==> src/rtl/nearest_palette_color_ccir_defines.svh <==
// Assertion macros shared by npc_dist and the top level.
`ifndef NEAREST_PALETTE_COLOR_CCIR_DEFINES_SVH
`define NEAREST_PALETTE_COLOR_CCIR_DEFINES_SVH

`ifndef NO_ASSERTIONS
`define NPC_ASSERT_IMPL(label, ante, cons) \
  label: assert property (@(posedge clk) disable iff (!rst_n) (ante) |-> (cons)) \
    else $error("assertion failed");
`define NPC_ASSERT_NEXT(label, ante, cons) \
  label: assert property (@(posedge clk) disable iff (!rst_n) (ante) |=> (cons)) \
    else $error("assertion failed");
`else
`define NPC_ASSERT_IMPL(label, ante, cons)
`define NPC_ASSERT_NEXT(label, ante, cons)
`endif

`endif

==> src/rtl/npc_pkg.sv <==
// Types, constants and control store of the nearest palette colour search.
package npc_pkg;

  localparam int PALETTE_ENTRIES = 256;
  localparam int PAL_IDX_W       = $clog2(PALETTE_ENTRIES);
  localparam int CNT_W           = $clog2(PALETTE_ENTRIES + 1);
  localparam int DIST_W          = 39;

  localparam logic OP_WRITE  = 1'b0;
  localparam logic OP_SEARCH = 1'b1;

  localparam logic CFG_COLOR_COUNT = 1'b0;
  localparam logic CFG_TRANSPARENT = 1'b1;

  localparam logic [8:0] COLOR_COUNT_RST = 9'd256;

  typedef struct packed {
    logic       operation;
    logic [7:0] entry_index;
    logic [7:0] red;
    logic [7:0] green;
    logic [7:0] blue;
    logic       entry_used;
  } in_t;

  typedef struct packed {
    logic [7:0] best_index;
    logic       any_eligible;
  } out_t;

  typedef struct packed {
    logic start;
    logic op_write;
    logic scan_more;
    logic pipe_busy;
  } seq_cond_t;

  typedef struct packed {
    logic busy;
    logic clr;
    logic issue;
    logic emit;
    logic mem_we;
  } ctrl_t;

  localparam logic [2:0] STEP_IDLE     = 3'd0;
  localparam logic [2:0] STEP_DISPATCH = 3'd1;
  localparam logic [2:0] STEP_SCAN     = 3'd2;
  localparam logic [2:0] STEP_DRAIN    = 3'd3;
  localparam logic [2:0] STEP_EMIT     = 3'd4;
  localparam logic [2:0] STEP_WRITE    = 3'd5;

  localparam logic [2:0] U_NEXT         = 3'd0;
  localparam logic [2:0] U_JMP          = 3'd1;
  localparam logic [2:0] U_IF_NOT_START = 3'd2;
  localparam logic [2:0] U_IF_WRITE     = 3'd3;
  localparam logic [2:0] U_IF_SCAN_MORE = 3'd4;
  localparam logic [2:0] U_IF_PIPE_BUSY = 3'd5;

  typedef struct packed {
    logic [2:0] cond;
    logic [2:0] target;
    ctrl_t      ctrl;
  } ucode_t;

  function automatic ucode_t ucode_rom(input logic [2:0] step);
    ucode_t w;
    w = '0;
    case (step)
      STEP_IDLE: begin
        w.cond = U_IF_NOT_START;  w.target = STEP_IDLE;
      end
      STEP_DISPATCH: begin
        w.cond = U_IF_WRITE;      w.target = STEP_WRITE;
        w.ctrl.busy = 1'b1;       w.ctrl.clr = 1'b1;
      end
      STEP_SCAN: begin
        w.cond = U_IF_SCAN_MORE;  w.target = STEP_SCAN;
        w.ctrl.busy = 1'b1;       w.ctrl.issue = 1'b1;
      end
      STEP_DRAIN: begin
        w.cond = U_IF_PIPE_BUSY;  w.target = STEP_DRAIN;
        w.ctrl.busy = 1'b1;
      end
      STEP_EMIT: begin
        w.cond = U_JMP;           w.target = STEP_IDLE;
        w.ctrl.busy = 1'b1;       w.ctrl.emit = 1'b1;
      end
      STEP_WRITE: begin
        w.cond = U_JMP;           w.target = STEP_IDLE;
        w.ctrl.busy = 1'b1;       w.ctrl.mem_we = 1'b1;
      end
      default: begin
        w.cond = U_JMP;           w.target = STEP_IDLE;
      end
    endcase
    return w;
  endfunction

endpackage

==> src/rtl/npc_dist.sv <==
// Pipelined CCIR-601 weighted distance between query colour and palette entry.
`include "nearest_palette_color_ccir_defines.svh"

module npc_dist (
  input  logic                          clk,
  input  logic                          rst_n,
  input  logic                          valid_i,
  input  logic [npc_pkg::PAL_IDX_W-1:0] idx_i,
  input  logic [23:0]                   entry_i,
  input  logic [23:0]                   query_i,
  output logic                          valid_o,
  output logic [npc_pkg::PAL_IDX_W-1:0] idx_o,
  output logic [npc_pkg::DIST_W-1:0]    dist_o,
  output logic                          busy_o
);

  logic                          v2_r, v3_r, v4_r, v5_r;
  logic [npc_pkg::PAL_IDX_W-1:0] i2_r, i3_r, i4_r, i5_r;

  logic signed [8:0]             dr_r, dg_r, db_r;
  logic [15:0]                   sqr_r, sqg_r, sqb_r;
  logic signed [18:0]            l_r;
  logic [25:0]                   s_r;
  logic [35:0]                   l2_r;
  logic [npc_pkg::DIST_W-1:0]    d_r;

  logic signed [8:0]             dr_nxt, dg_nxt, db_nxt;
  logic signed [17:0]            pr, pg, pb;
  logic signed [18:0]            l_nxt;
  logic [25:0]                   s_nxt;
  logic signed [37:0]            pl;
  logic [npc_pkg::DIST_W-1:0]    d_nxt;

  always_comb begin
    dr_nxt = $signed({1'b0, query_i[23:16]}) - $signed({1'b0, entry_i[23:16]});
    dg_nxt = $signed({1'b0, query_i[15:8]})  - $signed({1'b0, entry_i[15:8]});
    db_nxt = $signed({1'b0, query_i[7:0]})   - $signed({1'b0, entry_i[7:0]});
    pr     = dr_r * dr_r;
    pg     = dg_r * dg_r;
    pb     = db_r * db_r;
    l_nxt  = 19'sd299 * 19'(dr_r) + 19'sd587 * 19'(dg_r) + 19'sd114 * 19'(db_r);
    s_nxt  = 26'd299 * 26'(sqr_r) + 26'd587 * 26'(sqg_r) + 26'd114 * 26'(sqb_r);
    pl     = l_r * l_r;
    d_nxt  = 39'd3000 * 39'(s_r) + 39'({l2_r, 2'b00});
  end

  always_ff @(posedge clk) begin
    if (!rst_n) begin
      v2_r <= 1'b0;
      v3_r <= 1'b0;
      v4_r <= 1'b0;
      v5_r <= 1'b0;
    end else begin
      v2_r <= valid_i;
      v3_r <= v2_r;
      v4_r <= v3_r;
      v5_r <= v4_r;
    end
  end

  always_ff @(posedge clk) begin
    i2_r  <= idx_i;
    i3_r  <= i2_r;
    i4_r  <= i3_r;
    i5_r  <= i4_r;
    dr_r  <= dr_nxt;
    dg_r  <= dg_nxt;
    db_r  <= db_nxt;
    sqr_r <= pr[15:0];
    sqg_r <= pg[15:0];
    sqb_r <= pb[15:0];
    l_r   <= l_nxt;
    s_r   <= s_nxt;
    l2_r  <= pl[35:0];
    d_r   <= d_nxt;
  end

  assign valid_o = v5_r;
  assign idx_o   = i5_r;
  assign dist_o  = d_r;
  assign busy_o  = v2_r | v3_r | v4_r | v5_r;

  `NPC_ASSERT_IMPL(a_dist_latency, v5_r, $past(valid_i, 4))

endmodule

==> config.mk <==
export PLATFORM = sky130hd
export DESIGN_NAME = npc_dist
export DESIGN_NICKNAME = d
export VERILOG_FILES = /design/src/rtl/npc_pkg.sv /design/src/rtl/npc_dist.sv
export VERILOG_INCLUDE_DIRS = /design/src /design/src/rtl
export SDC_FILE = /design/constraint.sdc
export NUM_CORES = 2
export LEC_CHECK = 0
export ABC_AREA = 1
export BUFFER_PORTS_ARGS = -buffer_cell sky130_fd_sc_hd__buf_4
export CORE_UTILIZATION = 50
export DETAILED_ROUTE_END_ITERATION = 16
export PLACE_DENSITY = 0.66
export SYNTH_ARGS = -nofsm -noshare
export SYNTH_HDL_FRONTEND = slang
export SYNTH_SLANG_ARGS = --single-unit
==> constraint.sdc <==
create_clock -name clk -period 8 [get_ports clk]
set_clock_uncertainty 0.05 [all_clocks]
set_input_delay 0.4 -clock clk [delete_from_list [all_inputs] [get_ports clk]]
set_output_delay 0.4 -clock clk [all_outputs]
set_load 0.01 [all_outputs]
==> summary.txt <==
Synthesis
  • EDFF count, synth: 0
  • Post-synth top cells: inv_1, nand2_1, fa_1
  • Synth top area cells: fa_1, ha_1, inv_1
  • Top_reg_cell synth: dfxtp_1
  • Synthesis Warnings: 0
  • Post-Synthesis Cells: 5651
  • Cell Area, Synth: ~47000 um2
  • Yosys cell types: between 40 and 50
  • Syn_area_per_cell: 8.34 um2
  • Post-synth top area cell: fa_1
  • Yosys reg bits: 225
  • Yosys top cell area share: between 30% and 40%
  • Async SR Flop Fraction: 0%
  • Post-synthesis sequential area ratio: 9.55%
  • Most frequent cell after synthesis: inv_1

CTS
  • CTS resizes: 0
  • Root buffer cell: clkbuf_16
  • CTS max path bufs: 3
  • CTS tree: built
  • Htree depth: 1
  • # Post-CTS Setup Buffers: 0
  • Clock-pin slew on the worst setup and hold paths: 70 ps
  • Clock sink total: 225
  • # hold bufs at CTS: 16
  • Clk Latency, worst-skew pair: 600 ps
  • Num CTS Buffers: 28

Global routing
  • Gr usage total: 23.4%
  • Vias in the first global route: 36800
  • First-pass GRT wire length: 179000 um
  • Largest net degree at the start of global routing: 21
  • Initial antenna violation count: 2
  • Gr ovfl total: 0

Timing
  • Final Hold Vio Count: 0
  • Max-Slew Margin vs Limit: 27.4%
  • Period utilization: 91.2%
  • Max Freq: approximately 140 MHz
  • RSZ-0062 raised after global routing: false
  • Slew Limit Fails: 0
  • Slew @ Worst Pin: approximately 1100 ps
  • Setup TNS: 0 ps
  • Final min period: 7300 ps
  • Final Setup Violations: 0

Run status
  • Outcome: completed

Place
  • Placed inst area: 49600 um2
  • DP Cell Count: between 6000 and 7000
  • Hpwl dp: between 90000 and 100000 um
  • GP Congestion: 0.922
  • Port buffer count: 105

Die
  • Io pins: 108
  • Initial core utilization: 50.5%
  • Core Box Area: 93300 um2
  • Number of cell rows: 112
  • Die area: about 96000 um2
  • Die H: between 300 and 400 um
  • Die Wd: 309 um

Routing
  • Total Routed Length: 106000 um
  • Drt initial violations: about 1600
  • Drt drc: 0
  • Final ANT Viol Nets: 0
  • Vias after detailed routing: 34300
  • Drt pass-1 iters: 5
  • Vias per cell: 4.85
  • Routed WL per cell: roughly 15 um

Finish
  • ANT cells: 0
  • Area delta synth->final: 7.46%
  • Layout cells sized above 1: 4.54%
  • Final #Nets: 7412
  • Fillers: between 8000 and 9000
  • Fin cells: slightly above 7000
  • Post-Layout Inst Area: around 51000 um2

Worst hold path
  • Hold_sp: entry_i[17]
  • Min-Delay Path Class: input pin to register

Worst setup path
  • CP most frequent cell: fa_1
  • Buf/Inv on CP: 5
  • Worst-path fanout max: 5
  • CP top delay family: adder cells
  • Crit path DAT: 7750 ps
  • Worst path required time: 8450 ps
  • Slowest cell on the critical path: fa_1
  • Max incr delay on CP: 550 ps
  • Startpoint types: register
  • Crit path kind: register to register
  • CP Launch Point: db_r[1]
  • CP Capture Type: register
  • Reg2reg start: db_r[1]

Flow run
  • Number of max-cap violations: 0
[cells by family after synthesis]
logic type | count (synthesis) | share of synthesized area, %
buf+inv | 1787 | 14.3
other cells | 2 | 0.0159
fa+ha+maj | 1565 | 54.9
simple gates | 1509 | 13.3
flops | 225 | 9.55
xor+xnor | 189 | 3.51
compound gates | 374 | 4.45
[stage by stage]
step	worst slack, ps	hold WS, ps	utilization, %
after floorplan	911	260	-
after global placement	738	260	53.1
after detailed placement	701	262	53.1
after CTS	688	29.5	54.3
after global routing	261	67.9	54.3
final	702	69.5	54.3
[flip-flops by register name (all words and copies together) (netlist names), 15 cells and up]
| register | cells |
|---|---|
| dist_o | 37 |
| l2_r | 35 |
| l_r | 19 |
| s_r | 26 |
| sqb_r | 15 |
| sqg_r | 15 |
| sqr_r | 15 |
[final timing paths]
kind              slack [ps]  endpoint  cells after the start
setup / recovery         700   l_r[16]                     26
hold / removal            70   dr_r[1]                      3
setup reg to reg         700   l_r[16]                     26
hold reg to reg          280   i3_r[4]                      0
[area by class of cell]
type / count / area, um2 / share of cell area (%)
inverters: 1738 / 6520 / 12.9
well taps: 1254 / 1570 / 3.10
clock buffers: 30 / 739 / 1.46
clock inverters: 22 / 210 / 0.415
flip-flops and latches: 225 / 4500 / 8.89
multi-input cells: 3644 / 35900 / 70.9
repair buffers: 151 / 1170 / 2.32
[worst reg2reg max path: stages, from the launching register on]
cell,delay [ps]
dfxtp_1,420
inv_1,70
ha_1,310
fa_1,500
inv_1,40
ha_1,280
fa_1,440
ha_1,350
a21oi_1,150
nand2_1,140
xnor2_1,190
fa_1,490
inv_1,50
fa_1,500
inv_1,50
fa_1,480
fa_1,550
inv_1,50
fa_1,380
fa_1,460
ha_1,360
a21oi_1,290
o21ai_0,140
a211oi_1,280
nand2_1,90
nand2_1,60
nand2_1,40
[layout by cell type (no fill, tap or decap), drive strengths merged, types with 30 or more instances in the layout]
| cell | n |
|---|---|
| xor2 | 140 |
| buf | 135 |
| clkbuf | 30 |
| dfxtp | 225 |
| fa | 842 |
| nor2 | 231 |
| nand3 | 166 |
| nand4 | 38 |
| ha | 723 |
| xnor2 | 49 |
| o21ai | 96 |
| nand2 | 999 |
| a21oi | 196 |
| inv | 1744 |
[layer usage]
metal	vias to the layer above	share of wire [%]	wire length [um]	track usage [%]
li1	16900	-	-	-
met1	16600	44	46300	29.7
met2	594	50	53100	43.0
met3	126	3.4	3560	1.82
met4	2	2.5	2670	5.42
met5	-	0.0066	7	0
Power is left out: the tool's default activity adds up to more than one toggle a clock period on the data nets, which glitch-free logic cannot reach.
