[src/rtl/nearest_palette_color_ccir_defines.svh]
// Assertion macros shared by npc_dist and the top level.
`ifndef NEAREST_PALETTE_COLOR_CCIR_DEFINES_SVH
`define NEAREST_PALETTE_COLOR_CCIR_DEFINES_SVH

`ifndef NO_ASSERTIONS
`define NPC_ASSERT_IMPL(label, ante, cons) \
  label: assert property (@(posedge clk) disable iff (!rst_n) (ante) |-> (cons)) \
    else $error("assertion failed");
`define NPC_ASSERT_NEXT(label, ante, cons) \
  label: assert property (@(posedge clk) disable iff (!rst_n) (ante) |=> (cons)) \
    else $error("assertion failed");
`else
`define NPC_ASSERT_IMPL(label, ante, cons)
`define NPC_ASSERT_NEXT(label, ante, cons)
`endif

`endif

[src/rtl/npc_pkg.sv]
// Types, constants and control store of the nearest palette colour search.
package npc_pkg;

  localparam int PALETTE_ENTRIES = 256;
  localparam int PAL_IDX_W       = $clog2(PALETTE_ENTRIES);
  localparam int CNT_W           = $clog2(PALETTE_ENTRIES + 1);
  localparam int DIST_W          = 39;

  localparam logic OP_WRITE  = 1'b0;
  localparam logic OP_SEARCH = 1'b1;

  localparam logic CFG_COLOR_COUNT = 1'b0;
  localparam logic CFG_TRANSPARENT = 1'b1;

  localparam logic [8:0] COLOR_COUNT_RST = 9'd256;

  typedef struct packed {
    logic       operation;
    logic [7:0] entry_index;
    logic [7:0] red;
    logic [7:0] green;
    logic [7:0] blue;
    logic       entry_used;
  } in_t;

  typedef struct packed {
    logic [7:0] best_index;
    logic       any_eligible;
  } out_t;

  typedef struct packed {
    logic start;
    logic op_write;
    logic scan_more;
    logic pipe_busy;
  } seq_cond_t;

  typedef struct packed {
    logic busy;
    logic clr;
    logic issue;
    logic emit;
    logic mem_we;
  } ctrl_t;

  localparam logic [2:0] STEP_IDLE     = 3'd0;
  localparam logic [2:0] STEP_DISPATCH = 3'd1;
  localparam logic [2:0] STEP_SCAN     = 3'd2;
  localparam logic [2:0] STEP_DRAIN    = 3'd3;
  localparam logic [2:0] STEP_EMIT     = 3'd4;
  localparam logic [2:0] STEP_WRITE    = 3'd5;

  localparam logic [2:0] U_NEXT         = 3'd0;
  localparam logic [2:0] U_JMP          = 3'd1;
  localparam logic [2:0] U_IF_NOT_START = 3'd2;
  localparam logic [2:0] U_IF_WRITE     = 3'd3;
  localparam logic [2:0] U_IF_SCAN_MORE = 3'd4;
  localparam logic [2:0] U_IF_PIPE_BUSY = 3'd5;

  typedef struct packed {
    logic [2:0] cond;
    logic [2:0] target;
    ctrl_t      ctrl;
  } ucode_t;

  function automatic ucode_t ucode_rom(input logic [2:0] step);
    ucode_t w;
    w = '0;
    case (step)
      STEP_IDLE: begin
        w.cond = U_IF_NOT_START;  w.target = STEP_IDLE;
      end
      STEP_DISPATCH: begin
        w.cond = U_IF_WRITE;      w.target = STEP_WRITE;
        w.ctrl.busy = 1'b1;       w.ctrl.clr = 1'b1;
      end
      STEP_SCAN: begin
        w.cond = U_IF_SCAN_MORE;  w.target = STEP_SCAN;
        w.ctrl.busy = 1'b1;       w.ctrl.issue = 1'b1;
      end
      STEP_DRAIN: begin
        w.cond = U_IF_PIPE_BUSY;  w.target = STEP_DRAIN;
        w.ctrl.busy = 1'b1;
      end
      STEP_EMIT: begin
        w.cond = U_JMP;           w.target = STEP_IDLE;
        w.ctrl.busy = 1'b1;       w.ctrl.emit = 1'b1;
      end
      STEP_WRITE: begin
        w.cond = U_JMP;           w.target = STEP_IDLE;
        w.ctrl.busy = 1'b1;       w.ctrl.mem_we = 1'b1;
      end
      default: begin
        w.cond = U_JMP;           w.target = STEP_IDLE;
      end
    endcase
    return w;
  endfunction

endpackage

[src/rtl/npc_seq.sv]
// Microcode sequencer: step counter, control store lookup and conditional jumps.
module npc_seq (
  input  logic               clk,
  input  logic               rst_n,
  input  npc_pkg::seq_cond_t cond_i,
  output npc_pkg::ctrl_t     ctrl_o
);

  logic [2:0]      step_r;
  logic [2:0]      step_nxt;
  npc_pkg::ucode_t uw;
  logic            take;

  always_comb begin
    uw = npc_pkg::ucode_rom(step_r);
    case (uw.cond)
      npc_pkg::U_NEXT:         take = 1'b0;
      npc_pkg::U_JMP:          take = 1'b1;
      npc_pkg::U_IF_NOT_START: take = !cond_i.start;
      npc_pkg::U_IF_WRITE:     take = cond_i.op_write;
      npc_pkg::U_IF_SCAN_MORE: take = cond_i.scan_more;
      npc_pkg::U_IF_PIPE_BUSY: take = cond_i.pipe_busy;
      default:                 take = 1'b1;
    endcase
    step_nxt = take ? uw.target : step_r + 3'd1;
  end

  always_ff @(posedge clk) begin
    if (!rst_n) begin
      step_r <= npc_pkg::STEP_IDLE;
    end else begin
      step_r <= step_nxt;
    end
  end

  assign ctrl_o = uw.ctrl;

endmodule

[config.mk]
export PLATFORM = sky130hd
export DESIGN_NAME = npc_seq
export DESIGN_NICKNAME = d
export VERILOG_FILES = /design/src/rtl/nearest_palette_color_ccir_defines.svh /design/src/rtl/npc_pkg.sv /design/src/rtl/npc_seq.sv
export SDC_FILE = /design/constraint.sdc
export NUM_CORES = 1
export LEC_CHECK = 0
export BUFFER_PORTS_ARGS = -buffer_cell sky130_fd_sc_hd__buf_2
export CAP_MARGIN = 25
export CELL_PAD_IN_SITES_DETAIL_PLACEMENT = 0
export CELL_PAD_IN_SITES_GLOBAL_PLACEMENT = 1
export CORE_MARGIN = 2
export CORE_UTILIZATION = 32
export DETAILED_ROUTE_END_ITERATION = 8
export PLACE_DENSITY = 0.72
export SYNTH_ARGS = -nofsm -noshare
export SYNTH_HDL_FRONTEND = slang
export SYNTH_SLANG_ARGS = --single-unit
[constraint.sdc]
create_clock -name clk -period 1.6 [get_ports clk]
set_input_delay 0.32 -clock clk [delete_from_list [all_inputs] [get_ports clk]]
set_output_delay 0.32 -clock clk [all_outputs]
set_load 0.005 [all_outputs]
==> summary.md, run 1 <==
| Metric | Value |
|---|---|
| Syn Inst Count | `52` |
| Cts-stage hold buffer count | `0` |
| Distinct cells, synth | `28` |
| Setup-failing EPs final | `1` |
| Max Cap Violations | `0` |
| Via count | `452` |
| Clock Sink Count | `3` |
| Synth top area cells | `ha_1 17%, dfxtp_1 13%, o211ai_2 8.4%, nand2b_4 6.2%, o2111ai_1 5.9%` |
| Flops & latches, synth | `3` |
| Kind of end point of the critical path | `primary output` |
| Final HPWL DP | `826.1 um` |
| Yosys warns | `0` |
| Number of enable flip-flop cells after synthesis | `0` |
| H-Tree Level Count | `1` |
| PortBufs | `10` |
| Synth Cell Area | `445.4 um2` |
| Drt wl/cell | `11.67 um` |
| Post-DR vias/cell | `5.136` |
| Initial Utilization | `0.3423` |
| First-pass GRT wire length | `1718 um` |
| Final hold violations | `0` |
| Asr flop ratio synth | `0` |
| Footprint of the multi-input gates | `436.7 um2` |
| Die span in y | `41.31 um` |
| Total Wirelength | `1027 um` |
| Critical path type | `flip-flop to primary output` |
| Syn-to-layout area delta | `57.58%` |
| Max incr delay on CP | `0.38 ns` |
| Clk buf depth | `2` |
| Final Critical Period | `1.639 ns` |
| Final net count | `86` |
| Initial antenna violation count | `0` |
| CP delay by family, top | `flip-flops` |
| Worst slew pin tran | `0.2738 ns` |
| Fin area | `701.9 um2` |
| Leakage power | `0.3026 nW` |
| Type of the tightest min-delay check | `input port to flip-flop` |
| Worst path buffer plus inverter count | `2` |
| R2R depth | `7` |
| Initial DRC Count | `5` |
| Cell taking the most area after synthesis | `ha_1` |
| GR Overflow Total | `0` |
| CP cell instances | `inv_4 > ha_4 > nor3_2 > a21oi_1 > or2_4 > buf_6` |
| Levels on crit path | `6` |
| Crit path required time | `1.28 ns` |
| Gr usage total | `0.1582` |
| CTS Root Cell | `clkbuf_4` |
| Detailed Routing Iterations Pass 1 | `3` |
| Failing checks | `setup timing` |
| Status | `finished, violations left` |
| Antenna Cells | `0` |
| CTS tree | `done` |
| Routability Congestion | `0.8201` |
| CP startpoint kind | `flip-flop` |
| Max-slew headroom | `0.8175` |
| Row cnt | `13` |
| Max IR drop VDD | `0.9233 mV` |
| Die X | `41.31 um` |
| Most flop-heavy register | `step_r` |
| Mean Syn Cell Area | `8.566 um2` |
| # fillers | `132` |
| Total power draw | `1.508 mW` |
| Layout cells sized above 1 | `0.6849` |
| Hold Path Depth | `3` |
| Post-synth top cells | `6 x ha_1, 4 x nor2_1` |
| Num ports | `11` |
| Core area | `0.001301 mm2` |
| Slack of the critical path | `-0.03913 ns` |
| Cell Area, Placed | `555.5 um2` |
| Die area | `0.001707 mm2` |
| Max reg flops | `3` |
| Register area share after synthesis | `0.1348` |
| Largest net degree at the start of global routing | `11` |
| RSZ-0062 raised after global routing | `yes` |
| # DRC | `0` |
| Largest regs | `step_r (3)` |
| Synth Flop Type | `dfxtp_1` |
| Clock Skew | `0.001339 ns` |
| Setup TNS | `-0.03913 ns` |
| Final ANT Viol Nets | `0` |
| Post-synth top area share | `0.1685` |
| Max Slew Vio Count | `0` |
| Vias in the first global route | `417` |
| Pwr dens | `2149 mW/mm2` |
| Fmax | `0.6101 GHz` |
| Inserted Clock Buffers | `3` |
| Worst-path clk slew | `0.04 ns` |
| Post-Syn Nets | `64` |
| CP max FO | `4` |
| Final period utilization | `1.024` |
| Worst path arrival time | `1.32 ns` |
| Register area | `67.56 um2` |
| Worst-Skew Late Latency | `0.23 ns` |
| Most used standard cell by instance count after synthesis | `ha_1` |
| Slowest cell on crit path | `dfxtp_4` |
## repair_timing
action                                 4_1_cts  5_1_grt
pin swaps                                    4        2
setup endpoints to repair                    6        7
resized for setup                           20        8
endpoints found under the hold margin        0        0
setup buffers                                2        0
## logic make-up (layout without fill, tap and decap cells)
| group | after synthesis | in the layout | synth area share |
|---|---|---|---|
| fa+ha+maj | 6 | 6 | 0.1685 |
| flops | 3 | 3 | 0.1348 |
| compound gates | 15 | 15 | 0.3287 |
| simple gates | 23 | 23 | 0.3259 |
| buf+inv | 5 | 26 | 0.04212 |
## layer usage
metal  vias to the layer above  wire length [um]  track usage
li1                        235                 -            -
met1                       206               481       0.1859
met2                         9               500       0.2500
met3                         2                28      0.03191
met4                         0                17       0.1210
met5                         -                 0            0
## path summary, 6_finish.rpt
path,startpoint,endpoint,slack [ns]
min,rst_n,step_r[2],0.45
max reg2reg,step_r[0],step_r[1],0
max,step_r[0],ctrl_o[4],-0.04
min reg2reg,step_r[1],step_r[1],0.57
## layout by cell type, fill, tap and decap left out, types with 3 or more instances in the layout
master | synthesis | layout
o211ai_2 | 3 | 3
buf_4 | 0 | 7
nor2_1 | 4 | 3
buf_2 | 0 | 7
nand2_1 | 3 | 3
clkbuf_4 | 0 | 3
buf_6 | 0 | 4
## layout make-up
cell class / count / area share
Multi-Input combinational cell: 44 / 0.6221
Timing Repair Buffer: 18 / 0.1889
Sequential cell: 3 / 0.09626
Clock buffer: 4 / 0.03743
Inverter: 4 / 0.02852
Tap cell: 15 / 0.02674
## report_power, final
| group | internal (mW) | switching, mW |
|---|---|---|
| Sequential | 0.121 | 0.0585 |
| Clock | 0.0933 | 0.0364 |
| Combinational | 0.650 | 0.549 |
| Total | 0.864 | 0.644 |
## through the flow
stage | utilization | std cells | worst slack, ns | hold WS, ns
3_5_place_dp | 0.4269 | 82 | -0.03937 | 0.5807
2_1_floorplan | - | 52 | 0.006544 | 0.5787
6_report | 0.5394 | 88 | -0.03913 | 0.4547
3_3_place_gp | 0.4269 | 82 | -0.03054 | 0.5712
5_1_grt | 0.5394 | 88 | -0.09804 | 0.4840
4_1_cts | 0.5096 | 88 | -0.05901 | 0.4410
## worst register-to-register path: cells and delay by family, from the launching register on
family	cells	cell delay, ns
and+or+nand+nor	1	0.11
buffers and inverters	1	0.15
adders and majority gates	2	0.37
DFF	1	0.36
AOI/OAI and AO/OA	3	0.48
Note: power is estimated with default switching activity, not from simulation.
==> inputs of run 2 (changes only) <==
- CELL_PAD_IN_SITES_DETAIL_PLACEMENT: 0 -> unset
- CELL_PAD_IN_SITES_GLOBAL_PLACEMENT: 1 -> unset
- CORE_AREA: unset -> 2 2 39 41
- CORE_MARGIN: 2 -> unset
- CORE_UTILIZATION: 32 -> unset
- DIE_AREA: unset -> 0 0 41 43
- PLACE_DENSITY: 0.72 -> 0.58
==> run 2 against run 1 <==
Effect of this change: critical endpoint unchanged; combinational power grew 8%; cell area rose by 4.3%; critical path type unchanged; count of clock-buffer cells in the layout stayed put; non-clock buffer count is 1 higher; the run still ends with setup timing left; largest cell class unchanged; die area is 3.3% higher.
==> summary.md, run 2 (synthesis results as in run 1) <==
| Metric | Value |
|---|---|
| Status | `finished, violations left` |
| Failing checks | `setup timing` |
| Gr usage total | `0.1403 (-0.01791)` |
| Leakage power | `0.3158 nW (+4.4%)` |
| Detailed Routing Iterations Pass 1 | `4 (+1)` |
| Row cnt | `14 (+1)` |
| End of the critical path | `ctrl_o[4]` |
| # DRC | `0 (unchanged)` |
| Metal2 WL | `550 um (+10%)` |
| # fillers | `140 (+6.1%)` |
| PortBufs | `10 (unchanged)` |
| Worst path arrival time | `1.34 ns (+0.02 ns)` |
| Footprint of the multi-input gates | `466.7 um2 (+6.9%)` |
| Post-placement cell count | `84 (+2.4%)` |
| Max-slew headroom | `0.8162 (-0.001341)` |
| Initial Utilization | `0.3219 (-0.02043)` |
| Internal power | `0.9342 mW (+8.1%)` |
| Critical path type | `flip-flop to primary output` |
| Setup WS pre-CTS | `-0.06759 ns (-0.02823 ns)` |
| Clock share of power | `0.080 (-0.006)` |
| Inserted Clock Buffers | `3 (unchanged)` |
| Max incr delay on CP | `0.37 ns (about the same)` |
| CP max FO | `4 (unchanged)` |
| Post-DR vias/cell | `5.144 (+0.16%)` |
| Initial DRC Count | `4 (-1)` |
| Worst slew pin tran | `0.2758 ns (+0.002011 ns)` |
| Antenna Cells | `0 (unchanged)` |
| Syn-to-layout area delta | `64.33%` |
| RSZ-0062 raised after global routing | `yes` |
| Routability Congestion | `0.8618 (+5.1%)` |
| CP startpoint kind | `flip-flop` |
| Die X | `41 um (-0.75%)` |
| Worst reg2reg endpoint | `step_r[0]` |
| CTS Root Cell | `clkbuf_4` |
| M1 WL | `465 um (-3.3%)` |
| Layout cells sized above 1 | `0.7027 (+0.01777)` |
| First-pass GRT wire length | `1697 um (-1.2%)` |
| Die span in y | `43 um (+4.1%)` |
| Critical Path Start | `step_r[0]` |
| Vias in the first global route | `407 (-2.4%)` |
| Max IR drop VDD | `0.8413 mV (-8.9%)` |
| Post-Layout Cell Count | `90 (+2.3%)` |
| Switching Share | `0.4138 (-0.01340)` |
| Pwr dens | `2177 mW/mm2 (+1.3%)` |
| Commonest non-fill, non-tap cells in the layout | `9 x buf_2, 7 x buf_4, 5 x ha_4` |
| Uppermost routed layer | `met3` |
| CP delay by family, top | `flip-flops` |
| Clock Sink Count | `3 (unchanged)` |
| H-Tree Level Count | `1 (unchanged)` |
| Register area | `67.56 um2 (unchanged)` |
| Drt wl/cell | `11.81 um (+1.2%)` |
| Final net count | `87 (+1.2%)` |
| CP cell instances | `inv_4 > ha_4 > nor3_2 > a21oi_1 > or2_4 > buf_6` |
| Logic pwr share | `0.809 (+0.014)` |
| Clock Skew | `0.001500 ns (+0.0001603 ns)` |
| Total Wirelength | `1063 um (+3.5%)` |
| Via count | `463 (+2.4%)` |
| Final hold violations | `0 (unchanged)` |
| NetSw | `0.6596 mW (+2.4%)` |
| Slowest cell on crit path | `dfxtp_4` |
| Final HPWL DP | `780.8 um (-5.5%)` |
| Levels on crit path | `6 (unchanged)` |
| Clk buf depth | `2 (unchanged)` |
| Most flop-heavy register | `step_r` |
| Crit path required time | `1.28 ns (about the same)` |
| R2R Setup Slk | `0.02 ns (+0.02 ns)` |
| Max Slew Vio Count | `0 (unchanged)` |
| Reg2reg start | `step_r[1]` |
| Final Critical Period | `1.659 ns (+0.01964 ns)` |
| Worst-path clk slew | `0.03 ns (about the same)` |
| Worst-Skew Late Latency | `0.23 ns (about the same)` |
| R2R depth | `5 (-2)` |
| Final period utilization | `1.037 (+0.01227)` |
| Type of the tightest min-delay check | `input port to flip-flop` |
| Reg power frac | `0.111 (-0.008)` |
| Initial antenna violation count | `0 (unchanged)` |
| Largest net degree at the start of global routing | `11 (unchanged)` |
| GR Overflow Total | `0 (unchanged)` |
| Die area | `0.001763 mm2 (+3.3%)` |
| Worst path buffer plus inverter count | `2 (unchanged)` |
| Max reg flops | `3 (unchanged)` |
| Num ports | `11 (unchanged)` |
| Commonest non-fill, non-tap cell in the layout | `buf_2` |
| Routed met3 length | `48 um (+71%)` |
| Final ANT Viol Nets | `0 (unchanged)` |
| Slack of the critical path | `-0.05877 ns (-0.01964 ns)` |
| CTS tree | `done` |
| Fmax | `0.6029 GHz (-1.2%)` |
| Setup-failing EPs final | `1 (unchanged)` |
| Max Cap Violations | `0 (unchanged)` |
| Kind of end point of the critical path | `primary output` |
| Cts-stage hold buffer count | `0 (unchanged)` |
| Core area | `0.001384 mm2 (+6.3%)` |
| Largest regs | `step_r (3)` |
-- run 2: power by group through the flow --
stage                     Clock [mW]  Combinational [mW]  Sequential (mW)
after floorplan                    0               0.666            0.149
after global placement             0               0.969            0.146
after detailed placement           0               0.973            0.147
after CTS                      0.137                1.11            0.169
after global routing           0.146                1.41            0.183
final                          0.128                1.29            0.177
-- run 2: worst min path at each step --
stage,startpoint,to,slack (ns),depth (start not counted)
global placement,step_r[1],step_r[1],0.58,2
finish,rst_n,step_r[2],0.48,3
detailed placement,step_r[1],step_r[1],0.59,2
global route,rst_n,step_r[2],0.49,3
CTS,rst_n,step_r[2],0.48,3
floorplan,step_r[1],step_r[1],0.58,2
-- run 2: worst reg2reg max path, cell delays in order (launching register included) --
cell      delay, ns
dfxtp_4        0.36
or2_1          0.27
ha_4           0.19
buf_4          0.15
or3b_1         0.38
o211ai_2       0.14
-- run 2: metrics by stage --
stage | utilization | setup TNS [ns] | hold slack, ns | power (mW) | instance area, um2
final | 0.5289 | -0.05877 | 0.4827 | 1.594 | 732.0
after global routing | 0.5289 | -0.1253 | 0.4881 | 1.745 | 732.0
after CTS | 0.4783 | -0.05465 | 0.4755 | 1.416 | 661.9
after global placement | 0.4078 | -0.1765 | 0.5820 | 1.115 | 564.3
after floorplan | - | 0 | 0.5787 | 0.8147 | 445.4
after detailed placement | 0.4078 | -0.1815 | 0.5864 | 1.120 | 564.3
-- run 2: timing repair --
item                       CTS  global route
pin swaps                    2             3
buffers inserted             1             1
setup endpoints to repair    6             6
gates resized for setup     18            12
-- run 2: metal layers --
metal,track usage,vias up
met3,0.04712,0
met4,0.04000,0
met1,0.1789,211
li1,-,239
met5,0,-
met2,0.2156,13
-- run 2: final cells by class --
type                    instances  share of cell area
multi-input cells              44              0.6376
repair buffers                 19              0.1795
flip-flops and latches          3             0.09231
clock buffers                   4             0.03590
inverters                       4             0.02735
well taps                      16             0.02735
